===== config.mk =====
export PLATFORM = sky130hd
export DESIGN_NAME = ssdp_header_extractor_flat
export DESIGN_NICKNAME = d
export VERILOG_FILES = /design/src/hdl/ssdp_pkg.sv /design/src/hdl/ssdp_if.sv /design/src/hdl/ssdp_parser.sv /design/src/hdl/ssdp_header_extractor.sv /design/src/flat_wrapper.sv
export VERILOG_INCLUDE_DIRS = /design/src /design/src/hdl
export SDC_FILE = /design/constraint.sdc
export NUM_CORES = 1
export LEC_CHECK = 0
export ABC_AREA = 1
export BUFFER_PORTS_ARGS = -buffer_cell sky130_fd_sc_hd__buf_2
export CORE_AREA = 5 5 172 174
export DETAILED_ROUTE_END_ITERATION = 16
export DIE_AREA = 0 0 177 179
export GPL_TIMING_DRIVEN = 0
export PLACE_DENSITY = 0.56
export SLEW_MARGIN = 25
export SYNTH_ARGS = -nofsm -noshare
export SYNTH_HDL_FRONTEND = slang
export SYNTH_SLANG_ARGS = --single-unit
export TNS_END_PERCENT = 1

===== constraint.sdc =====
create_clock -name clock -period 13.8 [get_ports clock]
set_clock_uncertainty 0.2 [all_clocks]
set_input_delay 0.69 -clock clock [delete_from_list [all_inputs] [get_ports clock]]
set_output_delay 0.69 -clock clock [all_outputs]
set_load 0.05 [all_outputs]

===== src/hdl/ssdp_header_extractor_macros.svh =====
// Assertion macros shared by the SSDP header extractor RTL.
`ifndef SSDP_HEADER_EXTRACTOR_MACROS_SVH
`define SSDP_HEADER_EXTRACTOR_MACROS_SVH

// Condition must hold at every clock edge outside reset.
`define SSDP_ASSERT_ALWAYS(label, clk, rst, cond, msg) \
   label: assert property (@(posedge clk) disable iff (rst) (cond)) else $error(msg);

// Consequent must hold in the same cycle as the antecedent.
`define SSDP_ASSERT_IMPLY(label, clk, rst, ante, cons, msg) \
   label: assert property (@(posedge clk) disable iff (rst) (ante) |-> (cons)) else $error(msg);

// Consequent must hold in the cycle after the antecedent.
`define SSDP_ASSERT_NEXT(label, clk, rst, ante, cons, msg) \
   label: assert property (@(posedge clk) disable iff (rst) (ante) |=> (cons)) else $error(msg);

`endif


===== src/hdl/ssdp_pkg.sv =====
// Types, constants and match tables for the SSDP header extractor.
package ssdp_pkg;

   localparam int VALUE_BUF = 1024;
   localparam int NUM_HDR   = 6;
   localparam int NUM_PFX   = 3;
   localparam int NUM_EV    = 3;

   localparam logic [9:0] VALUE_MAX = 10'(VALUE_BUF - 1);
   localparam logic [5:0] HDR_ALL   = 6'h3F;

   localparam logic [7:0] CHAR_LF    = 8'h0A;
   localparam logic [7:0] CHAR_CR    = 8'h0D;
   localparam logic [7:0] CHAR_SP    = 8'h20;
   localparam logic [7:0] CHAR_TAB   = 8'h09;
   localparam logic [7:0] CHAR_COLON = 8'h3A;

   localparam logic [7:0] PFX_TEXT [NUM_PFX][9] = '{
      '{"M", "-", "S", "E", "A", "R", "C", "H", " "},
      '{"N", "O", "T", "I", "F", "Y", " ", "*", " "},
      '{"H", "T", "T", "P", "/", "1", ".", 8'h00, 8'h00}
   };
   localparam logic [3:0] PFX_LEN [NUM_PFX] = '{4'd9, 4'd9, 4'd7};

   localparam logic [7:0] HDR_TEXT [NUM_HDR][10] = '{
      '{"S", "E", "R", "V", "E", "R", 8'h00, 8'h00, 8'h00, 8'h00},
      '{"U", "S", "E", "R", "-", "A", "G", "E", "N", "T"},
      '{"S", "T", 8'h00, 8'h00, 8'h00, 8'h00, 8'h00, 8'h00, 8'h00, 8'h00},
      '{"N", "T", 8'h00, 8'h00, 8'h00, 8'h00, 8'h00, 8'h00, 8'h00, 8'h00},
      '{"U", "S", "N", 8'h00, 8'h00, 8'h00, 8'h00, 8'h00, 8'h00, 8'h00},
      '{"L", "O", "C", "A", "T", "I", "O", "N", 8'h00, 8'h00}
   };
   localparam logic [3:0] HDR_LEN [NUM_HDR] = '{4'd6, 4'd10, 4'd2, 4'd2, 4'd3, 4'd8};

   // Evidence patterns for HTTP responses, searched over the whole packet.
   localparam logic [7:0] EV_TEXT [NUM_EV][6] = '{
      '{8'h0D, 8'h0A, "S", "T", ":", 8'h00},
      '{8'h0D, 8'h0A, "U", "S", "N", ":"},
      '{"U", "P", "n", "P", 8'h00, 8'h00}
   };
   localparam logic [2:0] EV_LEN [NUM_EV] = '{3'd5, 3'd6, 3'd4};

   typedef enum logic [2:0] {
      PH_START, PH_LSTART, PH_NAME, PH_VSKIP, PH_VALUE, PH_REST, PH_DONE
   } phase_type;

   typedef enum logic [1:0] {
      REC_VALUE_BYTE, REC_VALUE_END, REC_VERDICT
   } rec_kind_type;

   typedef enum logic [1:0] {
      START_NONE, START_MSEARCH, START_NOTIFY, START_HTTP
   } start_kind_type;

   typedef struct packed {
      logic [7:0] data_byte;
      logic       packet_end;
      logic       session_known;
   } req_item_type;

   typedef struct packed {
      rec_kind_type   kind;
      logic [2:0]     header_kind;
      logic [7:0]     value_byte;
      logic [9:0]     value_length;
      start_kind_type start_kind;
      logic           accepted;
   } rsp_rec_type;

   typedef struct packed {
      logic [1:0]            count;
      rsp_rec_type [2:0]     recs;
   } rsp_set_type;

endpackage


===== src/hdl/ssdp_if.sv =====
// Request and response channel interfaces of the SSDP header extractor.
interface ssdp_req_if;
   logic       valid;
   logic       ready;
   logic [7:0] data_byte;
   logic       packet_end;
   logic       session_known;

   modport source (output valid, data_byte, packet_end, session_known, input ready);
   modport sink   (input valid, data_byte, packet_end, session_known, output ready);
endinterface

interface ssdp_rsp_if;
   logic       valid;
   logic       ready;
   logic [1:0] record_kind;
   logic [2:0] header_kind;
   logic [7:0] value_byte;
   logic [9:0] value_length;
   logic [1:0] start_kind;
   logic       accepted;
   logic       last_of_run;

   modport source (output valid, record_kind, header_kind, value_byte, value_length,
                   start_kind, accepted, last_of_run, input ready);
   modport sink   (input valid, record_kind, header_kind, value_byte, value_length,
                   start_kind, accepted, last_of_run, output ready);
endinterface


===== src/hdl/ssdp_parser.sv =====
// Per-packet parse state and the result set produced by one payload byte.
`include "ssdp_header_extractor_macros.svh"

module ssdp_parser (
   input  logic                 clock,
   input  logic                 reset,
   input  logic                 proc_en,
   input  ssdp_pkg::req_item_type item,
   input  logic                 csr_wr_en,
   input  logic [5:0]           csr_wr_data,
   output ssdp_pkg::rsp_set_type rsp_set
);
   import ssdp_pkg::*;

   logic [5:0] hen_ff;

   phase_type  phase_ff, phase_in;
   logic [2:0] pfx_ff, pfx_in;
   logic [3:0] bc_ff, bc_in;
   logic [5:0] cand_ff, cand_in;
   logic [3:0] nlen_ff, nlen_in;
   logic [2:0] hdr_ff, hdr_in;
   logic [9:0] vcnt_ff, vcnt_in;
   logic [9:0] tcnt_ff, tcnt_in;
   logic       nonempty_ff, nonempty_in;
   logic [2:0] ev_pos_ff [NUM_EV];
   logic [2:0] ev_pos_in [NUM_EV];
   logic       ev_found_ff, ev_found_in;

   logic [7:0] b, u;
   logic [5:0] cand_cur, cand_upd;
   logic [3:0] len_cur, len_upd;
   logic       col_hit;
   logic [2:0] col_hdr;
   logic [2:0] np;
   logic       a_v, end_v;
   rsp_rec_type rec_a, rec_end, rec_verdict;
   start_kind_type sk;
   logic [1:0] cnt;

   always_comb begin
      b  = item.data_byte;
      u  = (b inside {[8'h61:8'h7A]}) ? (b - 8'h20) : b;

      phase_in    = phase_ff;
      pfx_in      = pfx_ff;
      bc_in       = bc_ff;
      cand_in     = cand_ff;
      nlen_in     = nlen_ff;
      hdr_in      = hdr_ff;
      vcnt_in     = vcnt_ff;
      tcnt_in     = tcnt_ff;
      nonempty_in = nonempty_ff;
      ev_found_in = ev_found_ff;
      a_v         = 1'b0;
      end_v       = 1'b0;
      rec_a       = '0;
      rec_end     = '0;
      rec_verdict = '0;
      sk          = START_NONE;
      np          = '0;

      // start-line prefix check
      if (bc_ff < 4'd9) begin
         for (int k = 0; k < NUM_PFX; k++) begin
            if (bc_ff < PFX_LEN[k] && b != PFX_TEXT[k][bc_ff]) begin
               pfx_in[k] = 1'b0;
            end
         end
         bc_in = bc_ff + 4'd1;
      end

      for (int e = 0; e < NUM_EV; e++) begin
         if (ev_pos_ff[e] < EV_LEN[e] && b == EV_TEXT[e][ev_pos_ff[e]]) begin
            np = ev_pos_ff[e] + 3'd1;
         end else begin
            np = (b == EV_TEXT[e][0]) ? 3'd1 : 3'd0;
         end
         if (np >= EV_LEN[e]) begin
            ev_found_in = 1'b1;
            np          = 3'd0;
         end
         ev_pos_in[e] = np;
      end

      // header name matching
      cand_cur = (phase_ff == PH_LSTART) ? HDR_ALL : cand_ff;
      len_cur  = (phase_ff == PH_LSTART) ? 4'd0 : nlen_ff;
      cand_upd = cand_cur;
      for (int k = 0; k < NUM_HDR; k++) begin
         if (len_cur >= HDR_LEN[k] || u != HDR_TEXT[k][len_cur]) begin
            cand_upd[k] = 1'b0;
         end
      end
      len_upd = (len_cur < 4'd11) ? (len_cur + 4'd1) : len_cur;

      col_hit = 1'b0;
      col_hdr = '0;
      for (int k = NUM_HDR - 1; k >= 0; k--) begin
         if (cand_cur[k] && HDR_LEN[k] == len_cur && hen_ff[k]) begin
            col_hit = 1'b1;
            col_hdr = 3'(k);
         end
      end

      case (phase_ff)
         PH_START, PH_REST: begin
            if (b == CHAR_LF) begin
               phase_in    = PH_LSTART;
               nonempty_in = 1'b0;
            end
         end
         PH_LSTART, PH_NAME: begin
            if (b == CHAR_LF) begin
               phase_in    = (phase_ff == PH_NAME && nonempty_ff) ? PH_LSTART : PH_DONE;
               nonempty_in = (phase_ff == PH_NAME) ? 1'b0 : nonempty_ff;
            end else begin
               nonempty_in = (phase_ff == PH_LSTART) ? (b != CHAR_CR) : 1'b1;
               if (b == CHAR_COLON) begin
                  cand_in = cand_cur;
                  nlen_in = len_cur;
                  if (col_hit) begin
                     phase_in = PH_VSKIP;
                     hdr_in   = col_hdr;
                     vcnt_in  = '0;
                     tcnt_in  = '0;
                  end else begin
                     phase_in = PH_REST;
                  end
               end else begin
                  phase_in = PH_NAME;
                  cand_in  = cand_upd;
                  nlen_in  = len_upd;
               end
            end
         end
         PH_VSKIP, PH_VALUE: begin
            if (b == CHAR_LF || b == CHAR_CR) begin
               a_v                = 1'b1;
               rec_a.kind         = REC_VALUE_END;
               rec_a.header_kind  = hdr_ff;
               rec_a.value_length = tcnt_ff;
               phase_in           = (b == CHAR_LF) ? PH_LSTART : PH_REST;
               nonempty_in        = 1'b0;
            end else if (!(phase_ff == PH_VSKIP && (b == CHAR_SP || b == CHAR_TAB))) begin
               phase_in = PH_VALUE;
               if (vcnt_ff < VALUE_MAX) begin
                  vcnt_in = vcnt_ff + 10'd1;
                  if (b != CHAR_SP && b != CHAR_TAB) begin
                     tcnt_in = vcnt_in;
                  end
                  a_v               = 1'b1;
                  rec_a.kind        = REC_VALUE_BYTE;
                  rec_a.header_kind = hdr_ff;
                  rec_a.value_byte  = b;
               end
            end
         end
         default: begin
         end
      endcase

      // packet end: close an open value, then the verdict
      if (phase_in inside {PH_VSKIP, PH_VALUE}) begin
         end_v = item.packet_end;
      end
      rec_end.kind         = REC_VALUE_END;
      rec_end.header_kind  = hdr_in;
      rec_end.value_length = tcnt_in;

      if (pfx_in[0] && bc_in >= 4'd9) begin
         sk = START_MSEARCH;
      end else if (pfx_in[1] && bc_in >= 4'd9) begin
         sk = START_NOTIFY;
      end else if (pfx_in[2] && bc_in >= 4'd8) begin
         sk = START_HTTP;
      end
      rec_verdict.kind       = REC_VERDICT;
      rec_verdict.start_kind = sk;
      rec_verdict.accepted   = (sk == START_MSEARCH) || (sk == START_NOTIFY) ||
                               (sk == START_HTTP && (item.session_known || ev_found_in));

      rsp_set = '0;
      cnt     = 2'd0;
      if (a_v) begin
         rsp_set.recs[cnt] = rec_a;
         cnt               = cnt + 2'd1;
      end
      if (end_v) begin
         rsp_set.recs[cnt] = rec_end;
         cnt               = cnt + 2'd1;
      end
      if (item.packet_end) begin
         rsp_set.recs[cnt] = rec_verdict;
         cnt               = cnt + 2'd1;
      end
      rsp_set.count = cnt;

      if (item.packet_end) begin
         phase_in    = PH_START;
         pfx_in      = '1;
         bc_in       = '0;
         cand_in     = HDR_ALL;
         nlen_in     = '0;
         hdr_in      = '0;
         vcnt_in     = '0;
         tcnt_in     = '0;
         nonempty_in = 1'b0;
         ev_found_in = 1'b0;
         for (int e = 0; e < NUM_EV; e++) begin
            ev_pos_in[e] = '0;
         end
      end
   end

   always_ff @(posedge clock) begin
      if (reset) begin
         hen_ff      <= HDR_ALL;
         phase_ff    <= PH_START;
         pfx_ff      <= '1;
         bc_ff       <= '0;
         cand_ff     <= HDR_ALL;
         nlen_ff     <= '0;
         hdr_ff      <= '0;
         vcnt_ff     <= '0;
         tcnt_ff     <= '0;
         nonempty_ff <= 1'b0;
         ev_found_ff <= 1'b0;
         for (int e = 0; e < NUM_EV; e++) begin
            ev_pos_ff[e] <= '0;
         end
      end else begin
         if (csr_wr_en) begin
            hen_ff <= csr_wr_data;
         end
         if (proc_en) begin
            phase_ff    <= phase_in;
            pfx_ff      <= pfx_in;
            bc_ff       <= bc_in;
            cand_ff     <= cand_in;
            nlen_ff     <= nlen_in;
            hdr_ff      <= hdr_in;
            vcnt_ff     <= vcnt_in;
            tcnt_ff     <= tcnt_in;
            nonempty_ff <= nonempty_in;
            ev_found_ff <= ev_found_in;
            for (int e = 0; e < NUM_EV; e++) begin
               ev_pos_ff[e] <= ev_pos_in[e];
            end
         end
      end
   end

   `SSDP_ASSERT_NEXT(a_packet_clears, clock, reset, proc_en && item.packet_end, phase_ff == PH_START && bc_ff == 4'd0 && !ev_found_ff, "parse state not cleared after packet end")
   `SSDP_ASSERT_ALWAYS(a_trim_le_count, clock, reset, tcnt_ff <= vcnt_ff, "trimmed length exceeds value length")
   `SSDP_ASSERT_ALWAYS(a_counts_saturate, clock, reset, bc_ff <= 4'd9 && nlen_ff <= 4'd11, "byte or name counter past saturation")

endmodule


===== src/hdl/ssdp_header_extractor.sv =====
// SSDP header extractor: one payload byte in per cycle while results drain as fast; up to three
// result records per byte, delivered one per cycle from a result register while rsp_chan.ready
// is high. A byte is taken into an input register and parsed into the result register once that
// register is free; its first record then shows on the response channel. A byte that yields two
// or three records holds the result register until its last record is taken. The user must write
// the header_enable register via csr_wr_en/csr_wr_data while no request is in flight; the block does not enforce it.
`include "ssdp_header_extractor_macros.svh"

module ssdp_header_extractor (
   input  logic       clock,
   input  logic       reset,
   ssdp_req_if.sink   req_chan,
   ssdp_rsp_if.source rsp_chan,
   input  logic       csr_wr_en,
   input  logic [5:0] csr_wr_data
);
   import ssdp_pkg::*;

   logic         in_valid_ff, in_valid_in;
   req_item_type in_item_ff, in_item_in;
   logic         res_valid_ff, res_valid_in;
   rsp_set_type  res_set_ff, res_set_in;
   logic [1:0]   res_idx_ff, res_idx_in;

   rsp_set_type  res_set;
   rsp_rec_type  cur_rec;
   logic         rsp_last;
   logic         res_free;
   logic         proc;
   logic         req_take;

   ssdp_parser u_parser (
      .clock       (clock),
      .reset       (reset),
      .proc_en     (proc),
      .item        (in_item_ff),
      .csr_wr_en   (csr_wr_en),
      .csr_wr_data (csr_wr_data),
      .rsp_set     (res_set)
   );

   always_comb begin
      rsp_last = (res_idx_ff == (res_set_ff.count - 2'd1));
      res_free = !res_valid_ff || (rsp_chan.ready && rsp_last);
      proc     = in_valid_ff && res_free;
      req_chan.ready = !in_valid_ff || proc;
      req_take = req_chan.valid && req_chan.ready;

      in_valid_in = req_take ? 1'b1 : (proc ? 1'b0 : in_valid_ff);
      in_item_in  = in_item_ff;
      if (req_take) begin
         in_item_in.data_byte     = req_chan.data_byte;
         in_item_in.packet_end    = req_chan.packet_end;
         in_item_in.session_known = req_chan.session_known;
      end

      res_valid_in = res_valid_ff;
      res_set_in   = res_set_ff;
      res_idx_in   = res_idx_ff;
      if (proc) begin
         res_valid_in = (res_set.count != 2'd0);
         res_set_in   = res_set;
         res_idx_in   = 2'd0;
      end else if (res_valid_ff && rsp_chan.ready) begin
         if (rsp_last) begin
            res_valid_in = 1'b0;
         end else begin
            res_idx_in = res_idx_ff + 2'd1;
         end
      end

      cur_rec = res_set_ff.recs[res_idx_ff];
   end

   assign rsp_chan.valid        = res_valid_ff;
   assign rsp_chan.record_kind  = cur_rec.kind;
   assign rsp_chan.header_kind  = cur_rec.header_kind;
   assign rsp_chan.value_byte   = cur_rec.value_byte;
   assign rsp_chan.value_length = cur_rec.value_length;
   assign rsp_chan.start_kind   = cur_rec.start_kind;
   assign rsp_chan.accepted     = cur_rec.accepted;
   assign rsp_chan.last_of_run  = rsp_last;

   always_ff @(posedge clock) begin
      if (reset) begin
         in_valid_ff  <= 1'b0;
         res_valid_ff <= 1'b0;
         res_idx_ff   <= 2'd0;
      end else begin
         in_valid_ff  <= in_valid_in;
         res_valid_ff <= res_valid_in;
         res_idx_ff   <= res_idx_in;
      end
   end

   always_ff @(posedge clock) begin
      in_item_ff <= in_item_in;
      res_set_ff <= res_set_in;
   end

   `SSDP_ASSERT_ALWAYS(a_idx_in_range, clock, reset, !res_valid_ff || (res_idx_ff < res_set_ff.count), "record index beyond result count")
   `SSDP_ASSERT_IMPLY(a_verdict_last, clock, reset, rsp_chan.valid && rsp_chan.record_kind == REC_VERDICT, rsp_chan.last_of_run, "verdict not last of run")
   `SSDP_ASSERT_NEXT(a_result_loads, clock, reset, proc && res_set.count != 2'd0, res_valid_ff && res_idx_ff == 2'd0, "result register not loaded from request")

endmodule


===== src/flat_wrapper.sv =====
// flat-port wrapper written by rule: the top's interface ports become plain ports
module ssdp_header_extractor_flat import ssdp_pkg::*;
  (clock, reset, csr_wr_en, csr_wr_data, req_chan_valid, req_chan_data_byte, req_chan_packet_end, req_chan_session_known, req_chan_ready, rsp_chan_valid, rsp_chan_record_kind, rsp_chan_header_kind, rsp_chan_value_byte, rsp_chan_value_length, rsp_chan_start_kind, rsp_chan_accepted, rsp_chan_last_of_run, rsp_chan_ready);
  ssdp_req_if req_chan_i ();
  ssdp_rsp_if rsp_chan_i ();
  input  logic clock;
  input  logic reset;
  input  logic csr_wr_en;
  input  logic [5:0] csr_wr_data;
  input wire logic [$bits(req_chan_i.valid)-1:0] req_chan_valid;
  input wire logic [$bits(req_chan_i.data_byte)-1:0] req_chan_data_byte;
  input wire logic [$bits(req_chan_i.packet_end)-1:0] req_chan_packet_end;
  input wire logic [$bits(req_chan_i.session_known)-1:0] req_chan_session_known;
  output wire logic [$bits(req_chan_i.ready)-1:0] req_chan_ready;
  output wire logic [$bits(rsp_chan_i.valid)-1:0] rsp_chan_valid;
  output wire logic [$bits(rsp_chan_i.record_kind)-1:0] rsp_chan_record_kind;
  output wire logic [$bits(rsp_chan_i.header_kind)-1:0] rsp_chan_header_kind;
  output wire logic [$bits(rsp_chan_i.value_byte)-1:0] rsp_chan_value_byte;
  output wire logic [$bits(rsp_chan_i.value_length)-1:0] rsp_chan_value_length;
  output wire logic [$bits(rsp_chan_i.start_kind)-1:0] rsp_chan_start_kind;
  output wire logic [$bits(rsp_chan_i.accepted)-1:0] rsp_chan_accepted;
  output wire logic [$bits(rsp_chan_i.last_of_run)-1:0] rsp_chan_last_of_run;
  input wire logic [$bits(rsp_chan_i.ready)-1:0] rsp_chan_ready;
  assign req_chan_i.valid = req_chan_valid;
  assign req_chan_i.data_byte = req_chan_data_byte;
  assign req_chan_i.packet_end = req_chan_packet_end;
  assign req_chan_i.session_known = req_chan_session_known;
  assign req_chan_ready = req_chan_i.ready;
  assign rsp_chan_valid = rsp_chan_i.valid;
  assign rsp_chan_record_kind = rsp_chan_i.record_kind;
  assign rsp_chan_header_kind = rsp_chan_i.header_kind;
  assign rsp_chan_value_byte = rsp_chan_i.value_byte;
  assign rsp_chan_value_length = rsp_chan_i.value_length;
  assign rsp_chan_start_kind = rsp_chan_i.start_kind;
  assign rsp_chan_accepted = rsp_chan_i.accepted;
  assign rsp_chan_last_of_run = rsp_chan_i.last_of_run;
  assign rsp_chan_i.ready = rsp_chan_ready;
  ssdp_header_extractor u_core (.clock(clock), .reset(reset), .req_chan(req_chan_i), .rsp_chan(rsp_chan_i), .csr_wr_en(csr_wr_en), .csr_wr_data(csr_wr_data));
endmodule

After elaboration in Yosys (flattened, before gate mapping) --
Memories as Yosys holds them, arrays and structs flattened. Index checks and enable logic that the tools add are counted.
Word-level totals: register bits 145, bits in writable memories 9, bits in read-only memories 1344, bits of input ports 21, output and inout port bits 29, logic and storage cells 364, memories kept 13
Operators by class: add/sub/neg operators 11, magnitude comparators 29, equal/unequal tests 47, multiplexer cells 154, bitwise gates (word level) 9, reductions and logical operators 65
Memories:
- (name not given) | words 16, width 8, rd ports 1, clocked after memory_dff 0, write ports 0, RTL line ssdp_parser.sv:91 | if (len_cur >= HDR_LEN[k] || u != HDR_TEXT[k][len_cur]) begin
- (name not given) | words 16, width 8, rd ports 1, clocked after memory_dff 0, write ports 0, RTL line ssdp_parser.sv:91
- (name not given) | words 16, width 8, rd ports 1, clocked after memory_dff 0, write ports 0, RTL line ssdp_parser.sv:91
- (name not given) | words 16, width 8, rd ports 1, clocked after memory_dff 0, write ports 0, RTL line ssdp_parser.sv:91
- (name not given) | words 16, width 8, rd ports 1, clocked after memory_dff 0, write ports 0, RTL line ssdp_parser.sv:91
- (name not given) | words 16, width 8, rd ports 1, clocked after memory_dff 0, write ports 0, RTL line ssdp_parser.sv:91
- 7 more memories
Operators by type and width (count):
- 8-bit two-way mux | 26
- 10-bit two-way mux | 16
- 78-bit bitwise mux | 2
- 78-bit two-way mux | 2
- 26-bit demux with 2-bit select | 2
- 26-bit two-way mux | 4
- 3-bit two-way mux | 31
- 8-bit != test | 9
- 26-bit binary-select mux with 2-bit select | 1
- 1-bit two-way mux | 43
- 10-bit case mux with 2 select lines | 2
- 1-bit logical AND | 32
- 4-bit two-way mux | 8
- 6-bit two-way mux | 5
- 4-bit >= comparator (second input constant) | 7
- 8-bit by 4-bit == test with 1-bit output (second input constant) | 3
- 8-bit == test | 3
- 3-bit by 2-bit != test with 1-bit output (second input constant) | 8
- 23-bit two-way mux | 1
- 11-bit two-way mux | 2
- 8-bit by 6-bit == test with 1-bit output (second input constant) | 2
- 8-bit by 4-bit != test with 1-bit output (second input constant) | 2
- 1-bit logical OR | 13
- 3-bit NOT with 4-bit output | 3
- other kinds (49) | 88

Logic depth before layout (Yosys ltp) --
Gate-level depths: netlist of run 1.
depth in word-level cells 25, depth in mapped cells 23, gate-level depth less buffers 20

Modules after synthesis --
A second synthesis of run 1 with hierarchy kept.
Unflattened totals: cell total of the unflattened synthesis 1292, area total of the unflattened synthesis 9857.0 um^2
Modules (own cells, without submodules):
- ssdp_parser | times used 1, cells an instance 1042, area each 6298.5 um^2, sequential area each 1291.2 um^2
- ssdp_header_extractor | times used 1, cells an instance 250, area each 3558.4 um^2, sequential area each 2782.7 um^2

Least setup slack after synthesis of run 1 --
No wires, ideal clock.
path kind input port to flip-flop, start input port rsp_chan_ready, end memory u_core.u_parser.ev_pos_ff[0][0] (enable), library setup time 0.330 ns, arrival time 4.180 ns, required time 13.270 ns, slack 9.090 ns, stages 7, buffers on the path 1, path through inv_1 o21ai_0 inv_1 nor2_1 inv_1 nand2_1 buf_2
RTL lines:
- from (decl) | RTL line flat_wrapper.sv:23 | input wire logic [$bits(rsp_chan_i.ready)-1:0] rsp_chan_ready;
- to (decl) | RTL line ssdp_parser.sv:26 | logic [2:0] ev_pos_ff [NUM_EV];

==> metrics.md, run 1 <==
| Metric | Value |
|---|---|
| Final slew viol count | 0 |
| Filler cells | 2926 |
| FF/Latch Area | 3173 µm² |
| Synth Net Count | 1178 |
| Synth Area in Adders | 4.557% |
| # clock sinks | 124 |
| Drt pass-1 iters | 5 |
| Max cap viols | 0 |
| Synth cell count leaders | nand2_1 (207), nor2_1 (165), inv_1 (123), o21ai_0 (86), nand3_1 (77) |
| I/O Buffers | 47 |
| Async set-reset flop share out of synthesis | 0% |
| Count of cell types in the netlist | 53 |
| Multiplexer share of the synthesized area | 0% |
| Worst slack, placed | 9.822 ns |
| Compound-Gate Fraction of Synth Area | 15.86% |
| Hold_buf cts | 0 |
| WHS Endpoint | u_core.in_item_ff[7] |
| Clk slew on worst S/H paths | 0.07 ns |
| Placer's final routability congestion estimate | 0.8876 |
| Rows | 61 |
| Die area | 31680 µm² |
| Top-count cell post-synth | nand2_1 |
| Clk root buf | clkbuf_16 |
| Count of final setup violators | 0 |
| Max Fanout on Critical Path | 10 |
| Leakage | 4.056 nW |
| F_max | 0.2484 GHz |
| YS warnings | 0 |
| Final worst slack | 9.774 ns |
| RR Endpoint | u_core.res_set_ff[4] |
| Mapped Avg Cell Area | 7.308 µm² |
| Post-CTS sizing | 0 |
| DR WL/cell | 14.76 µm |
| Setup TNS | 0 ns |
| Total Routed Length | 23.42 mm |
| Xor and xnor area share after synthesis | 2.977% |
| CTS tree | yes |
| Skew-Pair Late Insertion Delay | 0.43 ns |
| Via density | 4.874 |
| Filler-free cell count of the finished design | 1586 |
| Gr ovfl total | 0 |
| Worst hold path class | in2reg |
| Clock Path Buffers | 2 |
| Area leader, netlist | edfxtp_1 |
| Core Area | 27630 µm² |
| Total track usage | 15.11% |
| Hold wc startpoint | req_chan_data_byte[5] |
| Worst R2R Setup Slack | 9.77 ns |
| EDFF count, synth | 69 |
| Placed instance count | 1554 |
| Final period util | 29.17% |
| Largest net degree at the start of global routing | 25 |
| Syn Inst Count | 1127 |
| Initial antenna violation count | 0 |
| Min-Delay Path Depth | 1 |
| Tmin final | 4.026 ns |
| Cell breakdown of the critical path | nand3_2, buf_6, buf_6, nand2_1, inv_2, ha_1, nand2_1, inv_1, nand2_1, nor2_1, a21oi_2, nand4_2, nand2_1, nand2_1, nand2_1, nand2_2, nand3_4, ha_1, nand2_1, inv_1, clkbuf_1, nor2_1 |
| Vias in the first global route | 7398 |
| Dominant synthesized flop cell | edfxtp_1 |
| Synth Cell Area | 8237 µm² |
| Slowest Stage Delay on Critical Path | 0.48 ns |
| CTS Buf Count | 17 |
| WS Path Type | reg2reg |
| I/O pins | 50 |
| Crit start category | flop |
| Critical Path End Type | flop |
| Max-slew headroom | 53.11% |
| Final HPWL DP | 17.61 mm |
| # DRC | 0 |
| Setup bufs post-CTS | 0 |
| Chip width | 177 µm |
| Pwr Density | 103.0 nW/µm² |
| Overall Power | 0.9917 mW |
| RSZ-0062 raised after global routing | no |
| # diodes | 0 |
| Slowest stage cell, crit path | dfxtp_1 |
| Area Overhead vs Synth | 16.92% |
| Seq/Total Area, Yosys | 38.52% |
| Global-route wire length before repair | 38.52 mm |
| CP arrival | 3.98 ns |
| Die height | 179 µm |
| DR iter-0 viols | 678 |
| CTS H-tree lvls | 4 |
| Area of the multi-input gates | 4324 µm² |
| Worst r2r path cells | 22 |
| WP data required | 13.75 ns |
| Main combinational cell family by area after synthesis | simple AND/OR/NAND/NOR gates |
| Critical R2R Launch | u_core.u_parser.phase_ff[0] |
| Worst-Margin Slew | 0.7034 ns |
| Initial core utilization | 29.81% |
| Worst VDD drop | 0.07087 mV |
| Synth Area in Simple Gates | 28.97% |
| Antenna viol nets, final | 0 |
| #FFs+latches synth | 124 |
| Share of cells above drive strength 1 | 12.33% |
| Status | completed |
| Via count | 7730 |
| Fin nets | 1246 |
| Endpoints failing hold | 0 |
| Crit path top cell by count | nand2_1 |
| Top cells by area, synth | edfxtp_1 (25%), dfxtp_1 (13%), nand2_1 (9.4%) |
| Share of the synthesized area in the top cell type | 25.16% |
| Hold slack | 0.2402 ns |
==> area by class of cell <==
class | count | area share, %
plain buffers | 47 | 2.468
clock buffers | 17 | 4.417
clock inverters | 15 | 2.053
inverters | 135 | 5.288
multi-input cells | 821 | 44.90
flip-flops and latches | 124 | 32.95
well taps | 378 | 4.911
repair buffers | 49 | 3.014
==> cell families (layout without fill, tap and decap cells) <==
logic type / after synthesis / in the layout
AO/OA/AOI/OAI: 224 / 224
adder cells (fa/ha/maj): 30 / 30
buffers and inverters: 182 / 263
AND/OR/NAND/NOR: 538 / 538
other: 1 / 1
flip-flops: 124 / 124
XOR/XNOR: 28 / 28
==> critical path, delay by kind of cell (launching register included) <==
family,cells,cell delay (ns)
compound gates,1,0.20
buf+inv,6,1.01
simple gates,13,1.41
fa+ha+maj,2,0.44
flops,1,0.48
==> per-layer routing <==
metal	up-vias	GRT usage [%]	wire length [µm]
li1	3941	-	-
met1	3532	20.99	11350
met2	217	23.74	10290
met3	40	2.826	1282
met4	0	5.029	497
met5	-	0	0
==> layout by cell type (no fill, tap or decap), drive strengths merged <==
master and n:
nor4 6, o21ai 94, a2bb2oi 1, a31oi 5, clkbuf 39, buf 74
nand3 80, clkinvlp 1, dfxtp 55, nor2 172, xor2 23, bufinv 2
a22o 2, nand3b 4, o21bai 1, o21a 2, nand4 23, o211ai 11
o31ai 5, xnor2 5, a21oi 61, nor3b 2, nand2 216, o2111ai 3
edfxtp 69, a221oi 1, a211oi 12, clkinv 8, inv 139, a21boi 1
conb 1, nor3 27, and2 1, o22ai 22, o221ai 1, ha 30
or2 7, o2111a 2
==> report_power, final <==
part | leakage [nW] | switching, mW | internal (mW) | total (mW)
sequential | 1.14 | 0.00867 | 0.403 | 0.412
clock | 0.303 | 0.200 | 0.277 | 0.477
combinational | 2.62 | 0.0731 | 0.0299 | 0.103
==> worst max path at each step <==
stage                                startpoint                         endpoint  slack, ns  cells past startpoint
detailed placement  u_core.u_parser.phase_ff[0]             u_core.res_set_ff[7]       9.82                     22
global placement                 rsp_chan_ready  u_core.u_parser.ev_pos_ff[0][6]       7.20                      8
floorplan                        rsp_chan_ready  u_core.u_parser.ev_pos_ff[0][0]       9.09                      7
global route        u_core.u_parser.phase_ff[0]             u_core.res_set_ff[7]       9.47                     22
finish              u_core.u_parser.phase_ff[0]             u_core.res_set_ff[4]       9.77                     22
CTS                 u_core.u_parser.phase_ff[0]             u_core.res_set_ff[7]       9.80                     22
==> sequential cells by signal, indices dropped and copies added (netlist names), 2 cells and up <==
| name | cells |
|---|---|
| u_core.in_item_ff | 10 |
| u_core.res_idx_ff | 2 |
| u_core.res_set_ff | 50 |
| u_core.u_parser.bc_ff | 4 |
| u_core.u_parser.cand_ff | 6 |
| u_core.u_parser.ev_pos_ff | 9 |
| u_core.u_parser.hdr_ff | 3 |
| u_core.u_parser.hen_ff | 6 |
| u_core.u_parser.nlen_ff | 4 |
| u_core.u_parser.pfx_ff | 3 |
| u_core.u_parser.phase_ff | 3 |
| u_core.u_parser.tcnt_ff | 10 |
| u_core.u_parser.vcnt_ff | 10 |
==> stage by stage <==
stage / utilization (%) / instance area [µm²]
6_report: 34.86 / 9630
5_1_grt: 34.86 / 9630
4_1_cts: 34.86 / 9630
3_5_place_dp: 32.60 / 9007
3_3_place_gp: 32.37 / 8945
2_1_floorplan: - / 8237
No activity file was read; power rests on OpenSTA's default activity.
==> inputs of run 2 (changes only) <==
Clock period 13.8 ns to 4.21 ns, I/O delays scaled along.
==> run 2 against run 1 <==
Compared with the run above:
- critical path type unchanged
- sequential power increased to 3.3 times the previous value
- flip-flop and latch count unchanged
- power increased to 3.2 times the previous value
- sequential share of layout area decreased by 0.64 points
- largest power group unchanged
- global-route usage decreased by 0.60 points
- critical path depth increased by 1
==> metrics.md, run 2 (synthesis gave the netlist of run 1 again) <==
| Metric | Value |
|---|---|
| WS Path Type | reg2reg |
| Drt pass-1 iters | 5 (unchanged) |
| Core Area | 27630 µm² (unchanged) |
| Chip width | 177 µm (unchanged) |
| I/O pins | 50 (unchanged) |
| Total track usage | 14.51% (-0.60 points) |
| Worst Setup EP | u_core.res_set_ff[30] |
| Critical Path End Type | flop |
| Max Fanout on Critical Path | 10 (unchanged) |
| RSZ-0062 raised after global routing | no |
| Tmin final | 3.828 ns (-0.1982 ns) |
| Fin nets | 1269 (+1.8%) |
| # clock sinks | 124 (unchanged) |
| Biggest register | u_core.res_set_ff |
| Max cap viols | 0 (unchanged) |
| Leakage | 4.118 nW (+1.5%) |
| Area Overhead vs Synth | 19.25% |
| DR iter-0 viols | 589 (-13%) |
| Via density | 4.785 (-1.8%) |
| F_max | 0.2613 GHz (+5.2%) |
| Status | completed |
| Pwr Density | 318.9 nW/µm² (+210%) |
| Worst Setup SP | u_core.u_parser.phase_ff[1] |
| Die height | 179 µm (unchanged) |
| Final slew viol count | 0 (unchanged) |
| Via count | 7699 (-0.40%) |
| Final worst slack | 0.3823 ns (-9.392 ns) |
| Worst slack, placed | 0.2327 ns (-9.589 ns) |
| Worst hold path class | in2reg |
| Overall Power | 3.132 mW (+220%) |
| DR WL/cell | 14.24 µm (-3.6%) |
| Worst r2r path cells | 23 (+4.5%) |
| Die area | 31680 µm² (unchanged) |
| Rows | 61 (unchanged) |
| Antenna viol nets, final | 0 (unchanged) |
| CTS tree | yes |
| WP data required | 4.28 ns (-9.47 ns) |
| Gr ovfl total | 0 (unchanged) |
| Total Routed Length | 22.91 mm (-2.2%) |
| Clk root buf | clkbuf_16 |
| Skew-Pair Late Insertion Delay | 0.43 ns (about the same) |
| Global-route wire length before repair | 37.47 mm (-2.7%) |
| Clk slew on worst S/H paths | 0.07 ns (about the same) |
| RR Endpoint | u_core.res_set_ff[30] |
| # diodes | 0 (unchanged) |
| Vias in the first global route | 7310 (-1.2%) |
| Commonest non-fill, non-tap cell in the layout | nand2_1 |
| Endpoints failing hold | 0 (unchanged) |
| Placed instance count | 1554 (unchanged) |
| Count of final setup violators | 0 (unchanged) |
| Most frequent cells in the layout | nand2_1 (207), nor2_1 (164), inv_1 (123), o21ai_0 (86), nand3_1 (77) |
| CTS Buf Count | 17 (unchanged) |
| CP arrival | 3.90 ns (-0.08 ns) |
| Worst VDD drop | 0.2545 mV (+260%) |
| Critical R2R Launch | u_core.u_parser.phase_ff[1] |
| Largest net degree at the start of global routing | 21 (-16%) |
| Max-slew headroom | 52.25% (-0.85 points) |
| Clock Path Buffers | 2 (unchanged) |
| Initial antenna violation count | 0 (unchanged) |
| Filler-free cell count of the finished design | 1609 (+1.5%) |
| Setup bufs post-CTS | 0 (unchanged) |
| Share of cells above drive strength 1 | 12.19% (-0.15 points) |
| # DRC | 0 (unchanged) |
| I/O Buffers | 47 (unchanged) |
| Final period util | 90.92% (+62 points) |
| Worst R2R Setup Slack | 0.38 ns (-9.39 ns) |
| CTS H-tree lvls | 4 (unchanged) |
| Worst-Margin Slew | 0.7162 ns (+0.01283 ns) |
| Placer's final routability congestion estimate | 0.8793 (-0.94%) |
| Max FFs per register | 50 (unchanged) |
| Initial core utilization | 29.81% (unchanged) |
| Final HPWL DP | 17.33 mm (-1.6%) |
| Crit start category | flop |
==> run 2: layer usage <==
layer	part of all wire [%]	up-vias	GRT usage [%]	wire length (µm)
li1	-	3994	-	-
met1	50	3528	20.34	11420
met2	45	151	23.15	10310
met3	3.5	26	2.404	812
met4	1.6	0	4.159	364
met5	0	-	0	0
==> run 2: how the worst min path moves through the flow <==
| stage | startpoint | cells past startpoint | slack (ns) | to |
|---|---|---|---|---|
| floorplan | req_chan_session_known | 0 | 0.11 | u_core.in_item_ff[0] |
| global placement | req_chan_data_byte[1] | 1 | 0.19 | u_core.in_item_ff[3] |
| detailed placement | req_chan_data_byte[1] | 1 | 0.19 | u_core.in_item_ff[3] |
| CTS | csr_wr_en | 4 | 0.05 | u_core.u_parser.hen_ff[3] |
| global route | csr_wr_en | 4 | 0.09 | u_core.u_parser.hen_ff[3] |
| finish | csr_wr_en | 4 | 0.05 | u_core.u_parser.hen_ff[3] |
==> run 2: worst max-delay path, stage by stage, from the launching register on <==
cell and delay [ns]:
dfxtp_1 0.40, inv_1 0.13, nand3_2 0.11, buf_6 0.15
buf_6 0.15, nand2_1 0.23, inv_2 0.20, ha_1 0.27
nand2_1 0.08, inv_1 0.06, nand2_1 0.05, nor2_1 0.14
a21oi_2 0.07, nand4_2 0.09, nand2_1 0.07, nand2_1 0.09
nand2_1 0.06, nand2_2 0.10, nand3_4 0.12, ha_1 0.34
nor2_1 0.20, nand2_4 0.09, buf_6 0.14, nor2_1 0.13
==> run 2: timing repair <==
action	in CTS	in global routing
gates resized for setup	0	2
hold buffers	24	0
endpoints found under the hold margin	18	0
setup endpoints to repair	0	16
==> run 2: per-stage QoR <==
stage / cell area [µm²] / util [%] / hold WS (ns) / setup TNS (ns)
after floorplan: 8239 / - / 0.1094 / 0
after CTS: 9824 / 35.56 / 0.04843 / 0
final: 9822 / 35.55 / 0.04852 / 0
after detailed placement: 9007 / 32.60 / 0.1920 / 0
after global routing: 9822 / 35.55 / 0.09282 / 0
after global placement: 8947 / 32.38 / 0.1896 / -31.07
==> run 2: power breakdown <==
| part | internal (mW) | switching [mW] | total [mW] |
|---|---|---|---|
| registers | 1.32 | 0.0277 | 1.35 |
| clock network | 0.786 | 0.645 | 1.43 |
| logic | 0.113 | 0.240 | 0.353 |
==> run 2: area by class of cell <==
cell class                 instances  area [µm²]
buffer                            46       235.2
clock inverter                    15       151.4
clock buffer                      17       425.4
inverter                         135       509.2
fill                            2935       17810
multi-input combinational        821        4324
timing repair buffer              73       530.5
sequential                       124        3173
tap                              378       473.0
==> inputs of run 3 (changes only) <==
Settings changed: BUFFER_PORTS_ARGS -buffer_cell sky130_fd_sc_hd__buf_2 to not set, DONT_BUFFER_PORTS set to 1, PLACE_DENSITY 0.56 to 0.54.
==> run 3 against run 2 <==
Compared with the run above:
- sequential power about the same
- final cell count down 2.9%
- worst setup slack worse by 0.0061 ns
- highest routed layer unchanged
==> metrics.md, run 3 (synthesis gave the netlist of run 1 again) <==
| Metric | Value |
|---|---|
| Status | completed |
| Largest net degree at the start of global routing | 25 (+19%) |
| Vias in the first global route | 7321 (+0.15%) |
| DR iter-0 viols | 433 (-26%) |
| Most frequent cells in the layout | nand2_1 (207), nor2_1 (164), inv_1 (123), o21ai_0 (86), nand3_1 (77) |
| CTS tree | yes |
| Initial core utilization | 29.81% (unchanged) |
| Worst hold path class | in2reg |
| Final HPWL DP | 17.39 mm (+0.37%) |
| I/O pins | 50 (unchanged) |
| Die height | 179 µm (unchanged) |
| Biggest register | u_core.res_set_ff |
| DR WL/cell | 14.86 µm (+4.4%) |
| Post-route cell area | 9628 µm² (-2.0%) |
| Filler cells | 2963 (+0.95%) |
| Crit path max-delay family | simple AND/OR/NAND/NOR gates |
| Placed instance count | 1507 (-3.0%) |
| Clock Path Buffers | 2 (unchanged) |
| Initial antenna violation count | 0 (unchanged) |
| Placed cell areas | 8792 µm² (-2.4%) |
| Fin nets | 1222 (-3.7%) |
| Crit start category | flop |
| Skew-Pair Late Insertion Delay | 0.44 ns (about the same) |
| Crit path top cell by count | nand2_1 |
| Max FFs per register | 50 (unchanged) |
| Worst-Margin Slew | 0.9962 ns (+0.2800 ns) |
| Final slew viol count | 0 (unchanged) |
| WP data required | 4.30 ns (+0.02 ns) |
| Cell breakdown of the critical path | inv_2, nand3_2, buf_6, buf_6, nand2_1, inv_2, ha_1, nand2_1, inv_1, nand2_1, nor2_1, a21oi_2, nand4_2, nand2_1, nand2_1, nand2_1, nand2_2, nand3_4, ha_1, nor2_1, nand2_4, buf_6, nor2_1 |
| F_max | 0.2608 GHz (-0.16%) |
| Max cap viols | 0 (unchanged) |
| Area Overhead vs Synth | 16.89% |
| Chip width | 177 µm (unchanged) |
| Final worst slack | 0.3762 ns (-0.006127 ns) |
| Total track usage | 14.85% (+0.34 points) |
| Count of final setup violators | 0 (unchanged) |
| Leakage | 3.949 nW (-4.1%) |
| Global-route wire length before repair | 37.84 mm (+0.98%) |
| Clk root buf | clkbuf_16 |
| Buffers and inverters on the worst path | 6 (unchanged) |
| Total Routed Length | 23.21 mm (+1.3%) |
| Hold slack | 0.06141 ns (+0.01289 ns) |
| RSZ-0062 raised after global routing | no |
| Max Fanout on Critical Path | 10 (unchanged) |
| Tmin final | 3.834 ns (+0.006127 ns) |
| CTS H-tree lvls | 4 (unchanged) |
| # diodes | 0 (unchanged) |
| Share of cells above drive strength 1 | 9.037% (-3.1 points) |
| Pwr Density | 331.8 nW/µm² (+4.1%) |
| Final period util | 91.06% (+0.15 points) |
| WS Path Type | reg2reg |
| Slowest stage cell, crit path | dfxtp_1 |
| CP arrival | 3.92 ns (+0.02 ns) |
| Critical Path End Type | flop |
| Via density | 4.908 (+2.6%) |
| Clk slew on worst S/H paths | 0.07 ns (about the same) |
| Filler-free cell count of the finished design | 1562 (-2.9%) |
| # clock sinks | 124 (unchanged) |
| Core Area | 27630 µm² (unchanged) |
| Via count | 7666 (-0.43%) |
| CTS Buf Count | 17 (unchanged) |
| Commonest non-fill, non-tap cell in the layout | nand2_1 |
| Die area | 31680 µm² (unchanged) |
| Worst VDD drop | 0.2896 mV (+14%) |
| Worst R2R Setup Slack | 0.38 ns (about the same) |
| Max-slew headroom | 33.19% (-19 points) |
| Antenna viol nets, final | 0 (unchanged) |
| Endpoints failing hold | 0 (unchanged) |
| I/O Buffers | 0 (-100%) |
| Worst slack, placed | 0.2106 ns (-0.02210 ns) |
| Drt pass-1 iters | 5 (unchanged) |
| Gr ovfl total | 0 (unchanged) |
| Slowest Stage Delay on Critical Path | 0.44 ns (+0.04 ns) |
| Setup bufs post-CTS | 0 (unchanged) |
| Placer's final routability congestion estimate | 0.8848 (+0.63%) |
| # DRC | 0 (unchanged) |
| Rows | 61 (unchanged) |
==> run 3: through the flow <==
step	setup TNS [ns]	power, mW	utilization, %
finish	0	3.195	34.85
CTS	0	3.221	34.86
global placement	-31.75	1.684	31.53
detailed placement	0	1.694	31.82
floorplan	0	1.607	-
global route	0	3.312	34.85
==> run 3: what timing repair did <==
item / in CTS / in global routing
gates resized for setup: 0 / 2
endpoints found under the setup margin: 0 / 15
hold endpoints to repair: 20 / 0
hold buffers: 24 / 0
==> run 3: path summary, 6_finish.rpt <==
check / to / depth (start not counted) / startpoint
max: u_core.res_set_ff[29] / 23 / u_core.u_parser.phase_ff[2]
min: u_core.u_parser.hen_ff[3] / 4 / csr_wr_en
max reg2reg: u_core.res_set_ff[29] / 23 / u_core.u_parser.phase_ff[2]
min reg2reg: u_core.u_parser.cand_ff[5] / 2 / u_core.u_parser.cand_ff[5]
==> run 3: routing by layer <==
| metal | part of all wire, % | vias up | GRT usage, % |
|---|---|---|---|
| met1 | 47 | 3508 | 19.80 |
| met2 | 45 | 226 | 24.27 |
| met3 | 5.9 | 31 | 2.488 |
| met5 | 0 | - | 0 |
| met4 | 1.9 | 0 | 5.545 |
| li1 | - | 3901 | - |
==> run 3: final cells by class <==
cell class / count / area [µm²] / share of cell area, %
plain buffers: 46 / 235.2 / 2.443
clock buffers: 17 / 425.4 / 4.418
clock inverters: 15 / 172.7 / 1.793
inverters: 135 / 509.2 / 5.289
multi-input cells: 821 / 4344 / 45.12
flip-flops and latches: 124 / 3173 / 32.96
well taps: 378 / 473.0 / 4.912
repair buffers: 26 / 295.3 / 3.067
==> run 3: power by group <==
group	total, mW	internal [mW]	switching (mW)	leakage, nW
Combinational	0.334	0.0991	0.235	2.53
Clock	1.51	0.845	0.664	0.287
Sequential	1.35	1.32	0.0305	1.14
==> run 3: tightest hold or removal path: stages <==
cell      delay [ns]
clkbuf_1        0.17
inv_1           0.17
nand2_1         0.06
nand3_1         0.05
